$ cat config.mk
export PLATFORM = sky130hd
export DESIGN_NAME = base64url_decoder
export DESIGN_NICKNAME = d
export VERILOG_FILES = /design/src/rtl/b64d_pkg.sv /design/src/rtl/b64d_front.sv /design/src/rtl/b64d_queue.sv /design/src/rtl/b64d_back.sv /design/src/rtl/base64url_decoder.sv
export SDC_FILE = /design/constraint.sdc
export NUM_CORES = 1
export LEC_CHECK = 0
export BUFFER_PORTS_ARGS = -buffer_cell sky130_fd_sc_hd__buf_2
export CORE_MARGIN = 3
export CORE_UTILIZATION = 35
export DETAILED_ROUTE_END_ITERATION = 8
export MAX_ROUTING_LAYER = met4
export PLACE_DENSITY = 0.57
export REMOVE_ABC_BUFFERS = 1
export SLEW_MARGIN = 20
export SYNTH_ARGS = -nofsm -noshare
export SYNTH_HDL_FRONTEND = slang
export SYNTH_SLANG_ARGS = --single-unit
$ cat constraint.sdc
create_clock -name clk -period 3.9 [get_ports clk]
set_input_delay 0.975 -clock clk [delete_from_list [all_inputs] [get_ports clk]]
set_output_delay 0.975 -clock clk [all_outputs]
set_load 0.02 [all_outputs]
$ cat src/rtl/b64d_pkg.sv
package b64d_pkg;

	localparam int QDEPTH = 4;
	localparam int QAW = $clog2(QDEPTH);
	localparam int OBDEPTH = 2;

	localparam logic [7:0] PAD_CHAR = 8'h3D;

	localparam logic [1:0] ST_CONT = 2'd0;
	localparam logic [1:0] ST_OK = 2'd1;
	localparam logic [1:0] ST_FAIL = 2'd2;

	typedef struct packed {
		logic [7:0] in_char;
		logic has_char;
		logic end_of_string;
	} in_item_t;

	typedef struct packed {
		logic [7:0] out_byte;
		logic byte_valid;
		logic [1:0] status;
		logic string_done;
	} out_item_t;

	typedef enum logic [1:0] {
		CLS_NONE,
		CLS_DATA,
		CLS_PAD,
		CLS_BAD
	} char_class_t;

	typedef struct packed {
		char_class_t cls;
		logic [5:0] value;
		logic eos;
	} token_t;

	typedef enum logic [1:0] {
		PH_RUN,
		PH_PAD,
		PH_ERR
	} phase_t;

endpackage

$ cat src/rtl/b64d_front.sv
module b64d_front import b64d_pkg::*; (
	input  logic     push,
	output logic     full,
	input  in_item_t item,
	input  logic     q_full,
	output logic     q_push,
	output token_t   q_data
);

	always_comb begin
		q_data.cls = CLS_NONE;
		q_data.value = '0;
		q_data.eos = item.end_of_string;
		if (item.has_char) begin
			case (item.in_char) inside
				[8'h41:8'h5A]: begin
					q_data.cls = CLS_DATA;
					q_data.value = 6'(item.in_char - 8'h41);
				end
				[8'h61:8'h7A]: begin
					q_data.cls = CLS_DATA;
					q_data.value = 6'(item.in_char - 8'h47);
				end
				[8'h30:8'h39]: begin
					q_data.cls = CLS_DATA;
					q_data.value = 6'(item.in_char + 8'h04);
				end
				8'h2D: begin
					q_data.cls = CLS_DATA;
					q_data.value = 6'd62;
				end
				8'h5F: begin
					q_data.cls = CLS_DATA;
					q_data.value = 6'd63;
				end
				PAD_CHAR: begin
					q_data.cls = CLS_PAD;
				end
				default: begin
					q_data.cls = CLS_BAD;
				end
			endcase
		end
	end

	// Requests with neither a character nor an end mark have no effect and are dropped here.
	assign q_push = push && !q_full && (item.has_char || item.end_of_string);
	assign full = q_full;

endmodule

$ cat src/rtl/b64d_queue.sv
module b64d_queue import b64d_pkg::*; (
	input  logic   clk,
	input  logic   arst_n,
	input  logic   wr_en,
	input  token_t wr_data,
	output logic   q_full,
	input  logic   rd_en,
	output logic   q_empty,
	output token_t rd_data
);

	token_t mem_q [QDEPTH];
	logic [QAW-1:0] wr_ptr_q;
	logic [QAW-1:0] rd_ptr_q;
	logic [QAW:0] cnt_q;

	assign q_full = (cnt_q == (QAW+1)'(QDEPTH));
	assign q_empty = (cnt_q == '0);
	assign rd_data = mem_q[rd_ptr_q];

	always_ff @(posedge clk) begin
		if (wr_en) begin
			mem_q[wr_ptr_q] <= wr_data;
		end
	end

	always_ff @(posedge clk or negedge arst_n) begin
		if (!arst_n) begin
			wr_ptr_q <= '0;
			rd_ptr_q <= '0;
			cnt_q <= '0;
		end else begin
			if (wr_en) begin
				wr_ptr_q <= wr_ptr_q + 1'b1;
			end
			if (rd_en) begin
				rd_ptr_q <= rd_ptr_q + 1'b1;
			end
			cnt_q <= cnt_q + (QAW+1)'(wr_en) - (QAW+1)'(rd_en);
		end
	end

endmodule

$ cat src/rtl/b64d_back.sv
module b64d_back import b64d_pkg::*; (
	input  logic      clk,
	input  logic      arst_n,
	input  logic      q_empty,
	input  token_t    tok,
	output logic      q_pop,
	output logic      empty,
	input  logic      pop,
	output out_item_t result
);

	logic [5:0] rem_q;
	logic [2:0] cnt_q;
	phase_t phase_q;

	out_item_t ob_q [OBDEPTH];
	logic ob_wr_q;
	logic ob_rd_q;
	logic [1:0] ob_cnt_q;

	logic take;
	logic [11:0] acc;
	logic [2:0] sh;
	logic got_byte;
	logic [7:0] dec_byte;
	logic [5:0] rem_d;
	logic [2:0] cnt_d;
	phase_t phase_d;
	logic res_push;
	logic res_pop;
	out_item_t res_d;

	assign take = !q_empty && (ob_cnt_q != 2'(OBDEPTH));
	assign q_pop = take;

	always_comb begin
		acc = {rem_q, tok.value};
		sh = cnt_q - 3'd2;
		got_byte = 1'b0;
		dec_byte = '0;
		rem_d = rem_q;
		cnt_d = cnt_q;
		phase_d = phase_q;
		if (phase_q == PH_RUN) begin
			case (tok.cls)
				CLS_DATA: begin
					if (cnt_q >= 3'd2) begin
						got_byte = 1'b1;
						dec_byte = 8'(acc >> sh);
						rem_d = 6'(acc & ((12'd1 << sh) - 12'd1));
						cnt_d = sh;
					end else begin
						rem_d = tok.value;
						cnt_d = 3'd6;
					end
				end
				CLS_PAD: phase_d = PH_PAD;
				CLS_BAD: phase_d = PH_ERR;
				default: ;
			endcase
		end
		res_d.out_byte = dec_byte;
		res_d.byte_valid = got_byte;
		res_d.string_done = tok.eos;
		res_d.status = ST_CONT;
		if (tok.eos) begin
			res_d.status = (phase_d == PH_RUN || phase_d == PH_PAD) ? ST_OK : ST_FAIL;
			rem_d = '0;
			cnt_d = '0;
			phase_d = PH_RUN;
		end
	end

	assign res_push = take && (got_byte || tok.eos);
	assign res_pop = pop && (ob_cnt_q != '0);
	assign empty = (ob_cnt_q == '0);
	assign result = ob_q[ob_rd_q];

	always_ff @(posedge clk) begin
		if (res_push) begin
			ob_q[ob_wr_q] <= res_d;
		end
	end

	always_ff @(posedge clk or negedge arst_n) begin
		if (!arst_n) begin
			rem_q <= '0;
			cnt_q <= '0;
			phase_q <= PH_RUN;
			ob_wr_q <= 1'b0;
			ob_rd_q <= 1'b0;
			ob_cnt_q <= '0;
		end else begin
			if (take) begin
				rem_q <= rem_d;
				cnt_q <= cnt_d;
				phase_q <= phase_d;
			end
			if (res_push) begin
				ob_wr_q <= !ob_wr_q;
			end
			if (res_pop) begin
				ob_rd_q <= !ob_rd_q;
			end
			ob_cnt_q <= ob_cnt_q + 2'(res_push) - 2'(res_pop);
		end
	end

	a_cnt_even: assert property (@(posedge clk) disable iff (!arst_n)
		cnt_q[0] == 1'b0 && ob_cnt_q <= 2'(OBDEPTH))
		else $error("bit count odd or result buffer overrun");

	a_eos_clears: assert property (@(posedge clk) disable iff (!arst_n)
		take && tok.eos |=> cnt_q == '0 && rem_q == '0 && phase_q == PH_RUN)
		else $error("state not cleared after end of string");

	a_no_byte_after_stop: assert property (@(posedge clk) disable iff (!arst_n)
		take && phase_q != PH_RUN |-> !got_byte)
		else $error("byte emitted after pad or error");

endmodule

$ cat src/rtl/base64url_decoder.sv
// Streaming base64url decoder. Each request carries at most one character and may close the
// current string; a request with neither is accepted and dropped. Requests enter a four-entry
// queue, so one request is accepted every cycle while the queue has room, and the decode stage
// consumes one queued request per cycle while its two-entry result buffer has room, giving a
// sustained rate of one character per clock while results are popped. Each result is written
// into the result buffer and waits there until popped. A result carries a byte, the end status
// of the string, or both. After an invalid character no more bytes are produced for that string
// and its closing result reports the failure; bytes already delivered for a failed string must
// be discarded downstream. After a pad character the rest of the string is ignored. Leftover
// bits at the end of a string are dropped.
module base64url_decoder import b64d_pkg::*; (
	input  logic      clk,
	input  logic      arst_n,
	input  logic      push,
	output logic      full,
	input  in_item_t  item,
	output logic      empty,
	input  logic      pop,
	output out_item_t result
);

	logic q_full;
	logic q_empty;
	logic q_push;
	logic q_pop;
	token_t q_wr_data;
	token_t q_rd_data;

	b64d_front u_front (
		.push   (push),
		.full   (full),
		.item   (item),
		.q_full (q_full),
		.q_push (q_push),
		.q_data (q_wr_data)
	);

	b64d_queue u_queue (
		.clk     (clk),
		.arst_n  (arst_n),
		.wr_en   (q_push),
		.wr_data (q_wr_data),
		.q_full  (q_full),
		.rd_en   (q_pop),
		.q_empty (q_empty),
		.rd_data (q_rd_data)
	);

	b64d_back u_back (
		.clk     (clk),
		.arst_n  (arst_n),
		.q_empty (q_empty),
		.tok     (q_rd_data),
		.q_pop   (q_pop),
		.empty   (empty),
		.pop     (pop),
		.result  (result)
	);

endmodule
==> flow_summary.toml, run 1 <==
[drt]
wl_um = 7191
vias_per_cell = 4.956
drc = 0
first_pass_iters = 4
wl_per_cell_um = 14.95
vias = 2384
antenna_left = 0
drt_iter0_drc = 119

[sta]
period_needed_ns = 2.922
skew_ns = 0.006732
tightest_slew_ns = 0.6686
rsz0062_at_grt = "false"
fmaxAchievable_mhz = 342.2
maxSlewViolCount = 0
post-route-period-util_pct = 74.93
fin_tns_setup_ns = 0
worst_slack_ns = 0.9777
setup_viol = 0
slew_headroom_pct = 54.86
finalHoldViolCount = 0

[worst_setup_path]
critPathMaxFanout = 7
cp.required_ns = 3.96
crit_arrival_ns = 2.99
end_kind = "flop"
crit_path_start = "item[2]"
path_class = "in -> reg"
cp-start-kind = "primary input"
r2r-start = "u_queue.rd_ptr_q[0]"
rr_worst_depth = 6

[floorplanning]
rows = 39
die-area_sq_um = 13250
core_sq_um = 11520
ioPinCount = 28
die_y_um = 115.1
die_x_um = 115.1
start_util_pct = 36.17

[synth]
syn_inst = 299
synth_top_flop_cell = "edfxtp_1"
syn_avg_cell_area_sq_um = 13.93
yosys.area.top_type = "edfxtp_1"
yosys.cell_count.top_type = "edfxtp_1"
synth_seq_cells = 81
netlist_area_sq_um = 4165
async_reset_ff_share_pct = 25.93
yosysWarningCount = 0
ys_seq_area_share_pct = 55.87
synth_area_leaders = "edfxtp_1, dfrtp_1, ha_1"
synth_enable_flop_cells = 60
synth_cell_type_count = 47
yosys-top-cells-count = "edfxtp_1, dfrtp_1, ha_1"
synth_top_area_share_pct = 43.26

[placed_design]
gp_congestion = 0.8715
place_ws_ns = 0.3913
dp_hpwl_um = 5197
placed_cells = 465
dpl_cell_area_sq_um = 4469
port_buffers = 27

[hold_path]
holdCritStartpoint = "u_back.ob_wr_q"
hold_depth = 1
hp-class = "reg -> reg"

[layout]
nFillCells = 1071
seq_area_sq_um = 2327
fin_cells = 481
multi_input_area_sq_um = 1720
drive_gt1_share_pct = 21.01
final_area_sq_um = 4803
fin_nets = 371
diodes = 0
area_growth_pct = 15.32

[cts]
clk_pin_slew_ns = 0.06
post_cts_resized = 0
hold_buffers = 0
clk_latency_ns = 0.33
clock_path_buffers = 2
root_buffer = "clkbuf_16"
h-tree-depth = 3
numClockSinks = 81
cts_tree = "yes"
cts_made_buffers = 9
post_cts_buffers = 0

[grt]
grt_first_pass_wirelength_um = 12060
grt-ovfl-total = 0
grt_pass1_vias = 2426
grt_use_total_pct = 11.99
antenna_found_initial = 0
grt_max_degree = 22

[power_and_ir_drop]
vdd_drop_max_uv = 223.7
power_density_nw_per_um2 = 752.7
total_power_mw = 3.615
p_leak_nw = 1.873

[run_status]
outcome = "completed"

[run]
max_cap_viol_count = 0
[cell type report]
| cell class | instances | share of cell area (%) |
|---|---|---|
| clock buffer | 10 | 4.975 |
| clock inverter | 6 | 1.875 |
| inverter | 22 | 1.719 |
| multi-input combinational | 188 | 35.82 |
| sequential | 81 | 48.45 |
| tap | 143 | 3.725 |
| timing repair buffer | 31 | 3.438 |
[logic make-up (layout without fill, tap and decap cells)]
kind of cell	count (synthesis)	count (layout)	synth area share, %
flip-flops	81	81	55.87
AND/OR/NAND/NOR	74	74	10.00
AO/OA/AOI/OAI	42	42	7.120
buffers and inverters	31	69	3.034
multiplexers	29	29	12.56
adder cells (fa/ha/maj)	24	24	7.750
XOR/XNOR	17	17	3.575
other	1	2	0.09003
[stage by stage]
| step | hold WS (ns) | util [%] |
|---|---|---|
| 6_report | 0.4850 | 41.71 |
| 5_1_grt | 0.5024 | 41.71 |
| 4_1_cts | 0.4872 | 41.67 |
| 3_5_place_dp | 0.4747 | 38.81 |
| 3_3_place_gp | 0.4706 | 38.81 |
| 2_1_floorplan | 0.4555 | - |
[critical path, stage by stage]
cell and delay, ns:
buf_2 0.15, inv_1 0.10, ha_1 0.25, nand2_1 0.11, o311ai_0 0.20, nor3b_1 0.54, a221oi_1 0.18, a211oi_1 0.47
[flip-flops by register name (all words and copies together), names as in the netlist]
signal	cells
u_queue.mem_q	36
u_back.ob_q	24
u_back.rem_q	6
u_queue.cnt_q	3
u_back.cnt_q	2
u_back.ob_cnt_q	2
u_back.phase_q	2
u_queue.rd_ptr_q	2
u_queue.wr_ptr_q	2
u_back.ob_rd_q	1
u_back.ob_wr_q	1
[final timing paths]
| check | to | slack, ns |
|---|---|---|
| setup / recovery | u_queue.mem_q[2][5] | 0.98 |
| hold / removal | u_back.ob_wr_q | 0.48 |
| setup reg to reg | u_back.ob_q[1][5] | 1.14 |
| hold reg to reg | u_back.ob_wr_q | 0.48 |
| max in group asynchronous | u_back.rem_q[4] | 2.94 |
| min in group asynchronous | u_back.ob_rd_q | 0.61 |
[metal layers]
layer,vias up,GRT usage (%),part of all wire (%)
met3,7,3.105,4.2
li1,1183,-,-
met1,1149,14.24,46
met4,0,3.834,1.1
met5,-,-,0
met2,45,19.98,49
[power breakdown]
part	switching (mW)	internal, mW
Sequential	0.146	1.25
Combinational	0.734	0.581
Clock	0.328	0.580
[placed cells by master, fill, tap and decap left out, types with 5 or more instances in the layout]
| cell | instances |
|---|---|
| a211oi_1 | 6 |
| edfxtp_1 | 60 |
| a221oi_1 | 5 |
| mux4_2 | 7 |
| dfrtp_1 | 21 |
| nand3_1 | 8 |
| buf_2 | 27 |
| inv_1 | 20 |
| nor2b_1 | 5 |
| nor2_1 | 14 |
| and3_1 | 5 |
| mux4_1 | 8 |
| nand2_1 | 14 |
| a21oi_1 | 6 |
| xor2_1 | 7 |
| clkbuf_16 | 9 |
| and2_1 | 13 |
| xnor2_1 | 10 |
| mux2_2 | 12 |
| o21ai_0 | 11 |
| ha_1 | 21 |
(Power assumes the default switching activity.)
==> run 2: changes to the inputs <==
--- a/config.mk
+++ b/config.mk
@@ -10,7 +10,7 @@
 export CORE_UTILIZATION = 35
 export DETAILED_ROUTE_END_ITERATION = 8
 export MAX_ROUTING_LAYER = met4
-export PLACE_DENSITY = 0.57
+export PLACE_DENSITY = 0.59
 export REMOVE_ABC_BUFFERS = 1
 export SLEW_MARGIN = 20
 export SYNTH_ARGS = -nofsm -noshare
==> constraint.sdc (replaced) <==
create_clock -name clk -period 2.6 [get_ports clk]
set_input_delay 0.65 -clock clk [delete_from_list [all_inputs] [get_ports clk]]
set_output_delay 0.65 -clock clk [all_outputs]
set_load 0.02 [all_outputs]
==> run 2 against run 1 <==
Clock skew up 0.00053 ns. Via count rose by 4.9%. Non-clock buffer count rose by 29. Critical path type is now reg -> reg. Sequential power is 50% higher. Wire length rose by 1.7%. Utilization increased by 1.8 points. Largest cell class unchanged. Setup slack got worse by 0.73 ns. Global-route usage up 0.15 points. Die area unchanged. Hold slack got worse by 0.20 ns. Clock power increased by 45%. Final cell count grew 6.0%.
==> flow_summary.toml, run 2 (same netlist as run 1, synthesis figures left out) <==
[power_and_ir_drop]
power_density_nw_per_um2 = 1101
p_sw_mw = 1.808
vdd_drop_max_uv = 438.4
total_power_mw = 5.511
pwr-share-comb_pct = 38.1
switching_share_pct = 32.81
pwr-share-seq_pct = 37.9
p_leak_nw = 2.011
clkPwrFrac_pct = 24.0
p_int_mw = 3.703

[grt]
grt-ovfl-total = 0
grt_use_total_pct = 12.15
antenna_found_initial = 0
grt_max_degree = 22
grt_first_pass_wirelength_um = 12500
grt_pass1_vias = 2565

[floorplanning]
rows = 39
core_sq_um = 11520
die-area_sq_um = 13250
die_x_um = 115.1
ioPinCount = 28
die_y_um = 115.1
start_util_pct = 36.17

[placed_design]
placed_cells = 494
port_buffers = 27
gp_congestion = 0.9201
dpl_cell_area_sq_um = 4687
dp_hpwl_um = 5316

[layout]
layout_common_cells = "edfxtp_1, buf_4, buf_2, ha_1, dfrtp_1"
fin_nets = 400
diodes = 0
nFillCells = 1035
max_flop_register = "u_queue.mem_q"
drive_gt1_share_pct = 26.70
utilization_pct = 43.48
reg.largest.list = "u_queue.mem_q: 36 flops, u_back.ob_q: 24 flops, u_back.rem_q: 6 flops"
area_growth_pct = 20.22
multi_input_area_sq_um = 1720
largest_reg_flops = 36
fin_cells = 510
seq_area_sq_um = 2327
final_common_cell = "edfxtp_1"
final_area_sq_um = 5007

[drt]
vias = 2500
first_pass_iters = 4
wl_um = 7312
antenna_left = 0
drt_iter0_drc = 196
drc = 0
wl_per_cell_um = 14.34
vias_per_cell = 4.902

[cts]
clk_pin_slew_ns = 0.06
clock_path_buffers = 2
cts_tree = "yes"
h-tree-depth = 3
clk_latency_ns = 0.33
numClockSinks = 81
cts_made_buffers = 9
hold_buffers = 0
root_buffer = "clkbuf_16"

[sta]
maxSlewViolCount = 0
slew_headroom_pct = 57.05
finalHoldViolCount = 0
rsz0062_at_grt = "false"
fmaxAchievable_mhz = 425.3
period_needed_ns = 2.351
setup_viol = 0
post-route-period-util_pct = 90.44
tightest_slew_ns = 0.6431
skew_ns = 0.007259
hold-worst-slack_ns = 0.2833

[worst_setup_path]
cp-start-kind = "flop"
crit_family = "multiplexers"
rr_worst_depth = 6
crit_path_max_incr_delay_ns = 0.60
path_depth = 6
path_class = "reg -> reg"
worstPathCellList = "mux4_2, nor4b_4, nand2b_2, a21oi_4, nor2b_1, buf_4"
end_kind = "flop"
critPathMaxFanout = 12
cp_num_buf_inv = 1
crit_arrival_ns = 2.38
cp.required_ns = 2.62
slowest_stage = "mux4_2"

[run_status]
outcome = "completed"

[hold_path]
hp-class = "in -> async"

[run]
max_cap_viol_count = 0
## run 2: cell count changes in the layout (fill, tap and decap cells not counted), sizes merged
cell | before | now
clkinv | 5 | 3
buf | 31 | 60
inv | 21 | 20
clkbuf | 10 | 13
## run 2: worst paths after layout
check                                     to                start  slack [ns]
min reg2reg                   u_back.ob_wr_q       u_back.ob_wr_q        0.49
min in group clk              u_back.ob_wr_q       u_back.ob_wr_q        0.49
min                           u_back.ob_wr_q               arst_n        0.28
max in group asynchronous    u_back.rem_q[3]               arst_n        1.97
max                        u_back.ob_q[0][7]  u_queue.rd_ptr_q[0]        0.25
max reg2reg                u_back.ob_q[0][7]  u_queue.rd_ptr_q[0]        0.25
## run 2: power by group through the flow
| stage | combinational (mW) | sequential (mW) | clock [mW] |
|---|---|---|---|
| after CTS | 2.14 | 2.10 | 1.34 |
| final | 2.10 | 2.09 | 1.32 |
| after global placement | 2.09 | 2.10 | 0 |
| after floorplan | 1.48 | 2.09 | 0 |
| after global routing | 2.34 | 2.14 | 1.39 |
| after detailed placement | 2.13 | 2.12 | 0 |
## run 2: stage by stage
step                TNS (ns)  setup WS (ns)
detailed placement    -5.267        -0.2768
global placement      -3.841        -0.1893
floorplan             -2.593        -0.2161
finish                     0         0.2486
CTS                        0        0.05124
global route               0        0.06024
## run 2: routing by layer
metal  GRT usage, %  wire, um  vias up
met1          14.65      3328     1218
met5              -         0        -
li1               -         -     1235
met2          20.64      3653       38
met3          2.789       250        9
met4          3.052        80        0
## run 2: repair_timing
item,CTS,global route
resized for setup,0,1
setup endpoints to repair,0,8
endpoints found under the hold margin,0,0
buffers inserted,0,0
## run 2: worst reg2reg max path: cells and delay by family, from the launching register on
| kind | cells | cell delay [ns] |
|---|---|---|
| AOI/OAI and AO/OA | 1 | 0.18 |
| buffers and inverters | 1 | 0.22 |
| DFF | 1 | 0.45 |
| muxes | 1 | 0.60 |
| and+or+nand+nor | 3 | 0.59 |
## run 2: layout make-up
cell class,instances,area share [%]
inverters,22,1.649
clock inverters,3,1.299
flip-flops and latches,81,46.48
repair buffers,60,7.646
clock buffers,13,4.998
well taps,143,3.573
multi-input cells,188,34.36
==> run 3: changes to the inputs <==
--- a/config.mk
+++ b/config.mk
@@ -15,4 +15,5 @@
 export SLEW_MARGIN = 20
 export SYNTH_ARGS = -nofsm -noshare
 export SYNTH_HDL_FRONTEND = slang
+export SYNTH_HIERARCHICAL = 1
 export SYNTH_SLANG_ARGS = --single-unit
==> run 3 against run 2 <==
Synthesized cell count is 1.7% lower. Hold slack better by 0.0014 ns. Design area is 1.5% lower. Die area is 0.23% higher. Final cell count is 2.4% lower. Critical path type unchanged. Count of clock-buffer cells in the layout is 1 lower. Sequential share of layout area is 0.71 points higher. Critical endpoint is now u_back/ob_cnt_q[1].
==> flow_summary.toml, run 3 <==
[run_status]
outcome = "completed"

[synth]
syn_avg_cell_area_sq_um = 14.20
syn_inst = 294
synth_cell_type_count = 61
yosys.area.top_type = "edfxtp_1"
synth_seq_cells = 81
ys_seq_area_share_pct = 55.74
synth_top_area_share_pct = 43.15
synth_top_flop_cell = "edfxtp_1"
async_reset_ff_share_pct = 25.93
yosys.cell_count.top_type = "edfxtp_1"
yosysWarningCount = 6
yosys-top-cells-count = "edfxtp_1, dfrtp_1, ha_1, inv_1"
synth_enable_flop_cells = 60
synth_area_leaders = "edfxtp_1, dfrtp_1, mux4_2"
netlist_area_sq_um = 4175

[cts]
hold_buffers = 0
root_buffer = "clkbuf_16"
cts_tree = "yes"
cts_made_buffers = 9
h-tree-depth = 3
clk_latency_ns = 0.33
clock_path_buffers = 2
numClockSinks = 81
post_cts_buffers = 0
clk_pin_slew_ns = 0.06

[grt]
antenna_found_initial = 0
gr-usage-met2_pct = 21.91
grt_first_pass_wirelength_um = 12930
grt_use_total_pct = 12.98
grt.busiest_layer = "met2"
grt_max_degree = 22
grt_pass1_vias = 2562
globalRouteMet3Util_pct = 1.947
grt-ovfl-total = 0
use_met1_pct = 15.00

[worst_setup_path]
crit_arrival_ns = 2.65
critPathMaxFanout = 5
cp-start-kind = "flop"
slowest_stage = "mux4_2"
path_class = "reg -> reg"
crit_path_max_incr_delay_ns = 0.59
end_kind = "flop"
worstPathCellList = "mux4_2, nor4b_2, o2111ai_1, ha_1, inv_1, ha_1, xnor2_1, xnor2_1"
cp.required_ns = 2.86
crit_family = "multiplexers"
cp_num_buf_inv = 1

[drt]
wl_um = 7500
antenna_left = 0
vias = 2509
vias_per_cell = 5.038
drc = 0
first_pass_iters = 4
drt_iter0_drc = 167
wl_per_cell_um = 15.06

[power_and_ir_drop]
p_leak_nw = 1.924
power_density_nw_per_um2 = 1075
vdd_drop_max_uv = 422.0

[floorplanning]
rows = 39
core_sq_um = 11520
start_util_pct = 36.26
die-area_sq_um = 13280
die_x_um = 115.2
ioPinCount = 28
die_y_um = 115.2

[run]
max_cap_viol_count = 0

[sta]
maxSlewViolCount = 0
skew_ns = 0.009212
rsz0062_at_grt = "false"
period_needed_ns = 2.394
finalHoldViolCount = 0
slew_headroom_pct = 60.65
setup_viol = 0
fmaxAchievable_mhz = 417.7
hold-worst-slack_ns = 0.2847
worst_slack_ns = 0.2059
tightest_slew_ns = 0.5876
post-route-period-util_pct = 92.08

[layout]
utilization_pct = 42.83
max_flop_register = "u_queue/mem_q"
largest_reg_flops = 36
multi_input_area_sq_um = 1719
area_growth_pct = 18.13
nFillCells = 1067
diodes = 0
final_common_cell = "edfxtp_1"
layout_common_cells = "edfxtp_1, buf_4, buf_2, dfrtp_1"
reg.largest.list = "u_queue/mem_q: 36 flops, u_back/ob_q: 24 flops, u_back/rem_q: 6 flops"
drive_gt1_share_pct = 33.80
fin_nets = 385
seq_area_sq_um = 2327

[placed_design]
dp_hpwl_um = 5592
gp_congestion = 0.8210
port_buffers = 27
place_ws_ns = -0.1049

[hold_path]
hp-class = "in -> async"
==> run 3: area by class of cell <==
type	count	share of cell area, %
flip-flops and latches	81	47.18
multi-input cells	181	34.86
repair buffers	56	7.154
clock buffers	12	4.997
well taps	143	3.628
inverters	21	1.598
clock inverters	4	0.5835
==> run 3: cell families after synthesis <==
family                   after synthesis  share of synthesized area (%)
buffers and inverters                 32                          3.386
multiplexers                          29                          11.96
flip-flops                            81                          55.74
XOR/XNOR                              17                          3.566
AND/OR/NAND/NOR                       68                          9.710
adder cells (fa/ha/maj)               21                          6.473
AO/OA/AOI/OAI                         46                          9.170
==> run 3: final timing paths <==
check	from	depth (start not counted)	to	slack, ns
worst min-delay path	arst_n	1	u_back/rem_q[3]	0.28
max in group asynchronous	arst_n	1	u_back/cnt_q[1]	1.96
worst max register to register	u_queue/rd_ptr_q[0]	8	u_back/ob_cnt_q[1]	0.21
worst min register to register	u_queue/cnt_q[2]	1	u_queue/cnt_q[2]	0.50
min in group clk	u_queue/cnt_q[2]	1	u_queue/cnt_q[2]	0.50
worst max-delay path	u_queue/rd_ptr_q[0]	8	u_back/ob_cnt_q[1]	0.21
==> run 3: stage by stage <==
step	setup TNS [ns]	cell area (sq um)	instances	power [mW]
floorplan	-20.41	4113	283	3.528
global placement	0	4644	482	4.154
detailed placement	-0.4264	4644	482	4.223
CTS	0	4920	498	5.379
global route	0	4932	498	5.714
finish	0	4932	498	5.301
==> run 3: what timing repair did <==
item                                   4_1_cts  5_1_grt
endpoints found under the hold margin        0        0
resized for setup                            0        2
setup endpoints to repair                    0        5
==> run 3: power by group <==
| part | leakage [nW] | switching [mW] | internal (mW) |
|---|---|---|---|
| registers | 0.824 | 0.203 | 1.84 |
| logic | 0.971 | 1.14 | 0.988 |
| clock network | 0.129 | 0.464 | 0.672 |
| total | 1.92 | 1.80 | 3.50 |
==> run 3: layer usage <==
| layer | routed length, um | vias up |
|---|---|---|
| met1 | 3341 | 1225 |
| met5 | 0 | - |
| met2 | 3761 | 43 |
| met3 | 202 | 14 |
| li1 | - | 1227 |
| met4 | 195 | 0 |
==> run 3: worst register-to-register path, delay by kind of cell, from the launching register on <==
| family | cells | cell delay [ns] |
|---|---|---|
| AOI/OAI and AO/OA | 1 | 0.17 |
| and+or+nand+nor | 1 | 0.33 |
| DFF | 1 | 0.40 |
| buffers and inverters | 1 | 0.04 |
| muxes | 1 | 0.59 |
| xor gates and xnor gates | 2 | 0.30 |
| adders and majority gates | 2 | 0.49 |
